===== src/sv/rau_pkg.sv =====
package rau_pkg;

  localparam int OperandWidth = 32;
  localparam int FieldW       = 32;
  localparam int MagW         = OperandWidth;
  localparam int ProdW        = 2 * MagW;
  localparam int WideW        = 64;
  localparam int DenW         = 63;
  localparam int OpW          = 2;
  localparam int StatusW      = 2;
  localparam int InTdataW     = 136;
  localparam int OutTdataW    = 136;
  localparam int CntW         = $clog2(WideW);
  localparam int ShW          = CntW + 1;

  typedef enum logic [OpW-1:0] {
    OP_ADD = 2'd0,
    OP_SUB = 2'd1,
    OP_MUL = 2'd2,
    OP_DIV = 2'd3
  } op_e;

  typedef enum logic [StatusW-1:0] {
    ST_OK       = 2'd0,
    ST_ZERO_DEN = 2'd1,
    ST_OVERFLOW = 2'd2
  } status_e;

  typedef enum logic [1:0] {
    MUL_NONE = 2'd0,
    MUL_A    = 2'd1,
    MUL_B    = 2'd2,
    MUL_D    = 2'd3
  } mul_e;

  typedef struct packed {
    logic neg;
    logic [MagW-1:0] mag;
  } smag_t;

  typedef struct packed {
    logic load;
    mul_e mul;
    logic sum;
    logic check;
    logic gcd_step;
    logic div_start_num;
    logic div_start_den;
    logic div_step;
    logic finish;
  } cmd_t;

  typedef struct packed {
    logic den_zero;
    logic gcd_done;
    logic div_last;
  } sts_t;

  function automatic smag_t to_smag(logic [FieldW-1:0] x);
    logic [MagW-1:0] v;
    smag_t r;
    v = x[MagW-1:0];
    r.neg = v[MagW-1];
    r.mag = r.neg ? (~v + 1'b1) : v;
    return r;
  endfunction

endpackage


===== src/sv/rau_ctrl.sv =====
module rau_ctrl (
  input  logic          clk_i,
  input  logic          rst_ni,
  input  logic          in_valid_i,
  output logic          in_ready_o,
  output logic          out_valid_o,
  input  logic          out_ready_i,
  input  rau_pkg::sts_t sts_i,
  output rau_pkg::cmd_t cmd_o
);

  typedef enum logic [10:0] {
    S_IDLE  = 11'b00000000001,
    S_MULA  = 11'b00000000010,
    S_MULB  = 11'b00000000100,
    S_MULD  = 11'b00000001000,
    S_SUM   = 11'b00000010000,
    S_CHECK = 11'b00000100000,
    S_GCD   = 11'b00001000000,
    S_DIVN  = 11'b00010000000,
    S_LOADD = 11'b00100000000,
    S_DIVD  = 11'b01000000000,
    S_FIN   = 11'b10000000000
  } state_e;

  state_e state_q, state_d;
  logic out_valid_q, out_valid_d;
  logic can_load;

  assign can_load = !out_valid_q || out_ready_i;

  always_comb begin
    state_d = state_q;
    cmd_o   = '0;
    cmd_o.mul = rau_pkg::MUL_NONE;
    case (state_q)
      S_IDLE: begin
        if (in_valid_i) begin
          cmd_o.load = 1'b1;
          state_d = S_MULA;
        end
      end
      S_MULA: begin
        cmd_o.mul = rau_pkg::MUL_A;
        state_d = S_MULB;
      end
      S_MULB: begin
        cmd_o.mul = rau_pkg::MUL_B;
        state_d = S_MULD;
      end
      S_MULD: begin
        cmd_o.mul = rau_pkg::MUL_D;
        state_d = S_SUM;
      end
      S_SUM: begin
        cmd_o.sum = 1'b1;
        state_d = S_CHECK;
      end
      S_CHECK: begin
        cmd_o.check = 1'b1;
        state_d = sts_i.den_zero ? S_FIN : S_GCD;
      end
      S_GCD: begin
        if (sts_i.gcd_done) begin
          cmd_o.div_start_num = 1'b1;
          state_d = S_DIVN;
        end else begin
          cmd_o.gcd_step = 1'b1;
        end
      end
      S_DIVN: begin
        cmd_o.div_step = 1'b1;
        if (sts_i.div_last) state_d = S_LOADD;
      end
      S_LOADD: begin
        cmd_o.div_start_den = 1'b1;
        state_d = S_DIVD;
      end
      S_DIVD: begin
        cmd_o.div_step = 1'b1;
        if (sts_i.div_last) state_d = S_FIN;
      end
      S_FIN: begin
        if (can_load) begin
          cmd_o.finish = 1'b1;
          state_d = S_IDLE;
        end
      end
      default: state_d = S_IDLE;
    endcase
  end

  always_comb begin
    out_valid_d = out_valid_q;
    if (out_valid_q && out_ready_i) out_valid_d = 1'b0;
    if (cmd_o.finish) out_valid_d = 1'b1;
  end

  always_ff @(posedge clk_i or negedge rst_ni) begin
    if (!rst_ni) begin
      state_q     <= S_IDLE;
      out_valid_q <= 1'b0;
    end else begin
      state_q     <= state_d;
      out_valid_q <= out_valid_d;
    end
  end

  assign in_ready_o  = (state_q == S_IDLE);
  assign out_valid_o = out_valid_q;

  a_load_starts: assert property (@(posedge clk_i) disable iff (!rst_ni)
    (in_valid_i && in_ready_o) |=> (state_q == S_MULA))
    else $error("accepted item did not start multiply");

  a_finish_valid: assert property (@(posedge clk_i) disable iff (!rst_ni)
    (state_q == S_FIN && can_load) |=> (out_valid_q && state_q == S_IDLE))
    else $error("finished result not presented");

  a_gcd_holds: assert property (@(posedge clk_i) disable iff (!rst_ni)
    (state_q == S_GCD && !sts_i.gcd_done) |=> (state_q == S_GCD))
    else $error("gcd left early");

endmodule

===== config.mk =====
export PLATFORM = sky130hd
export DESIGN_NAME = rau_ctrl
export DESIGN_NICKNAME = d
export VERILOG_FILES = /design/src/sv/rau_pkg.sv /design/src/sv/rau_ctrl.sv
export SDC_FILE = /design/constraint.sdc
export NUM_CORES = 1
export LEC_CHECK = 0
export BUFFER_PORTS_ARGS = -buffer_cell sky130_fd_sc_hd__buf_2
export CAP_MARGIN = 20
export CORE_MARGIN = 1
export CORE_UTILIZATION = 40
export DETAILED_ROUTE_END_ITERATION = 8
export PLACE_DENSITY = 0.6
export SLEW_MARGIN = 20
export SYNTH_ARGS = -nofsm -noshare
export SYNTH_HDL_FRONTEND = slang
export SYNTH_SLANG_ARGS = --single-unit

===== constraint.sdc =====
create_clock -name clk_i -period 1.95 [get_ports clk_i]
set_input_delay 0 -clock clk_i [delete_from_list [all_inputs] [get_ports clk_i]]
set_output_delay 0 -clock clk_i [all_outputs]
set_load 0.05 [all_outputs]

==> flow_summary.json <==
{
  "status": "completed",
  "routed_via_density": 5.20,
  "cts.htree.levels": 1,
  "antenna_left": 0,
  "start_kind": "register",
  "synth_nets": 90,
  "syn-cell-area_um2": 779,
  "grt_max_degree": 13,
  "path_buf_inv": 2,
  "hpwl_mm": 1.28,
  "hold_viol": 0,
  "synth.distinct_cells": 38,
  "grt_overflow": 0,
  "finalInstanceArea_um2": 1010,
  "cts_sinks": 12,
  "grt.total_usage_pct": 18.6,
  "clock_latency_ns": 0.27,
  "synth_seq_cells": 12,
  "cp_common_cell": "buf_4",
  "first_iter_violations": 8,
  "synth_most_common_cell": "dfrtp_1",
  "ys_top_cells_by_count": "11 x dfrtp_1, 10 x nor2_1, 6 x nand2_1, 4 x nor3_1",
  "yosys-top-cells-area": "dfrtp_1 35%, nor2_1 4.8%, dfstp_2 3.4%",
  "finClkSkew_ns": 0.000575,
  "fin_hold_ws_ns": 0.0172,
  "diodes": 0,
  "fp.dieW_um": 46.1,
  "yosys_warnings": 0,
  "synth_edf_count": 0,
  "yosys_most_used_dff": "dfrtp_1",
  "period_share_pct": 94.5,
  "cp.required_ns": 1.95,
  "core_um2": 1780,
  "antenna_found_initial": 0,
  "tritoncts": "built",
  "initial_core_util_pct": 43.7,
  "cts_max_path_buffers": 2,
  "synth_top_area_share_pct": 35.3,
  "critPathKind": "register to primary output",
  "cpPeakStageDelay_ns": 0.46,
  "clkTransAtPathRegs_ns": 0.08,
  "cap_violations": 0,
  "synthCells": 83,
  "crit_path_top_delay_cell": "dfrtp_2",
  "first_pass_iters": 3,
  "crit_path_max_fanout": 7,
  "io_buffers": 18,
  "routedWlPerCell_um": 13.4,
  "io_pins": 19,
  "arrival_ns": 1.84,
  "max_freq_mhz": 543,
  "die_h_um": 46.1,
  "period_needed_ns": 1.84,
  "cts_root_buf": "clkbuf_4",
  "power.density_nw_per_um2": 1080,
  "leakage_nw": 0.467,
  "vdd_drop_max_mv": 0.708,
  "async_reset_ff_share_pct": 100,
  "rsz0062_at_grt": "false",
  "routed_wl_mm": 1.76,
  "slew_viol_final": 0,
  "end_kind": "primary output",
  "cts_made_buffers": 3,
  "globalplace.congestion": 0.809,
  "slew-limit-headroom_pct": 80.6,
  "worstMarginPinSlew_ns": 0.291,
  "yosysTopAreaCell": "dfrtp_1",
  "first_global_vias": 630,
  "critPathTopFamily": "simple AND/OR/NAND/NOR gates",
  "drc": 0,
  "finalSetupViolCount": 0,
  "vias": 686,
  "syn-mean-instance-area_um2": 9.39,
  "path_cells": "nor4_4, buf_4, nand3_4, nor4b_2, buf_4",
  "drive_gt1_share_pct": 41.1,
  "syn_to_final_growth_pct": 29.9,
  "hold_path.class": "primary input to register",
  "num_rows": 15,
  "yosysSeqAreaShare_pct": 38.7,
  "dpl_cell_area_um2": 900,
  "die_area_um2": 2130,
  "grt_pass1_wl_mm": 2.70,
  "fin_nets": 115
}
==> layout make-up <==
type | count | area [um^2]
tap | 25 | 31.3
inverter | 1 | 3.75
multi-input combinational | 66 | 485
fill | 179 | 771
sequential | 12 | 305
timing repair buffer | 24 | 150
clock buffer | 4 | 36.3
==> flip-flops by register name (all words and copies together) (netlist names) <==
register	cells
state_q	11
out_valid_o	1
==> path summary, 6_finish.rpt <==
check | end | cells after the start | slack, ns | start
min in group asynchronous | state_q[8]$_DFFE_PN0P_ | 2 | 0.15 | rst_ni
min | out_valid_o$_DFFE_PN0P_ | 3 | 0.02 | out_ready_i
min reg2reg | out_valid_o$_DFFE_PN0P_ | 2 | 0.53 | out_valid_o$_DFFE_PN0P_
max in group asynchronous | state_q[0]$_DFFE_PN1P_ | 2 | 1.52 | rst_ni
max reg2reg | state_q[10]$_DFFE_PN0P_ | 6 | 0.42 | state_q[1]$_DFFE_PN0P_
max | cmd_o[5] | 5 | 0.11 | state_q[1]$_DFFE_PN0P_
==> report_power, final <==
group,internal [W],leakage (nW),switching (W),total (W)
logic,0.000211,0.288,0.000336,0.000548
registers,0.000288,0.158,0.0000613,0.000350
clock network,0.000113,0.0210,0.0000873,0.000201
total,0.000613,0.467,0.000485,0.00110
==> metrics by stage <==
step | setup TNS [ns] | total power (W) | setup slack (ns) | utilization [%] | instances
after floorplan | -0.0201 | 0.000732 | -0.0201 | - | 83
after global placement | 0 | 0.000831 | 0.244 | 50.5 | 123
after global routing | 0 | 0.00118 | 0.00789 | 56.8 | 132
final | 0 | 0.00110 | 0.108 | 56.8 | 132
after CTS | -0.00857 | 0.00104 | -0.00857 | 53.9 | 129
after detailed placement | 0 | 0.000835 | 0.249 | 50.5 | 123
==> repair_timing <==
item                                   in CTS  in global routing
cloned                                      0                  0
setup endpoints to repair                   2                  7
gates resized for setup                     2                  9
hold buffers                                2                  0
pin swaps                                   1                  2
setup buffers                               0                  3
endpoints found under the hold margin      14                  0
==> cell usage in the layout, fill, tap and decap left out, types with 2 or more instances in the layout <==
cell type / n
a21o_1: 3
and2_1: 3
buf_2: 14
buf_4: 6
clkbuf_4: 5
dfrtp_1: 8
dfrtp_2: 3
dlygate4sd3_1: 2
nand2_1: 6
nand2b_1: 3
nand3_1: 3
nand3b_1: 2
nand4_1: 2
nor2_1: 9
nor2_4: 2
nor2b_1: 2
nor3_1: 3
nor4b_2: 2
o22ai_1: 2
xor2_1: 2
==> tightest hold or removal path: cells and delay by family <==
family        cells  cell delay [ns]
simple gates      2             0.17
buf+inv           1             0.08
==> cells by family (layout without fill, tap and decap cells) <==
logic type	after synthesis	after routing	synth area share [%]
mux	1	1	1.28
xor+xnor	3	3	3.37
buf+inv	5	29	4.49
flops	12	12	38.7
compound gates	12	12	10.8
simple gates	50	50	41.4
==> per-layer routing <==
| layer | global-route usage, % | share of wire, % |
|---|---|---|
| met5 | 0 | 0 |
| met4 | 10.6 | 1.2 |
| met3 | 2.35 | 2.3 |
| met2 | 28.2 | 48 |
| met1 | 25.3 | 49 |
Power figures use the tool's default switching activity.
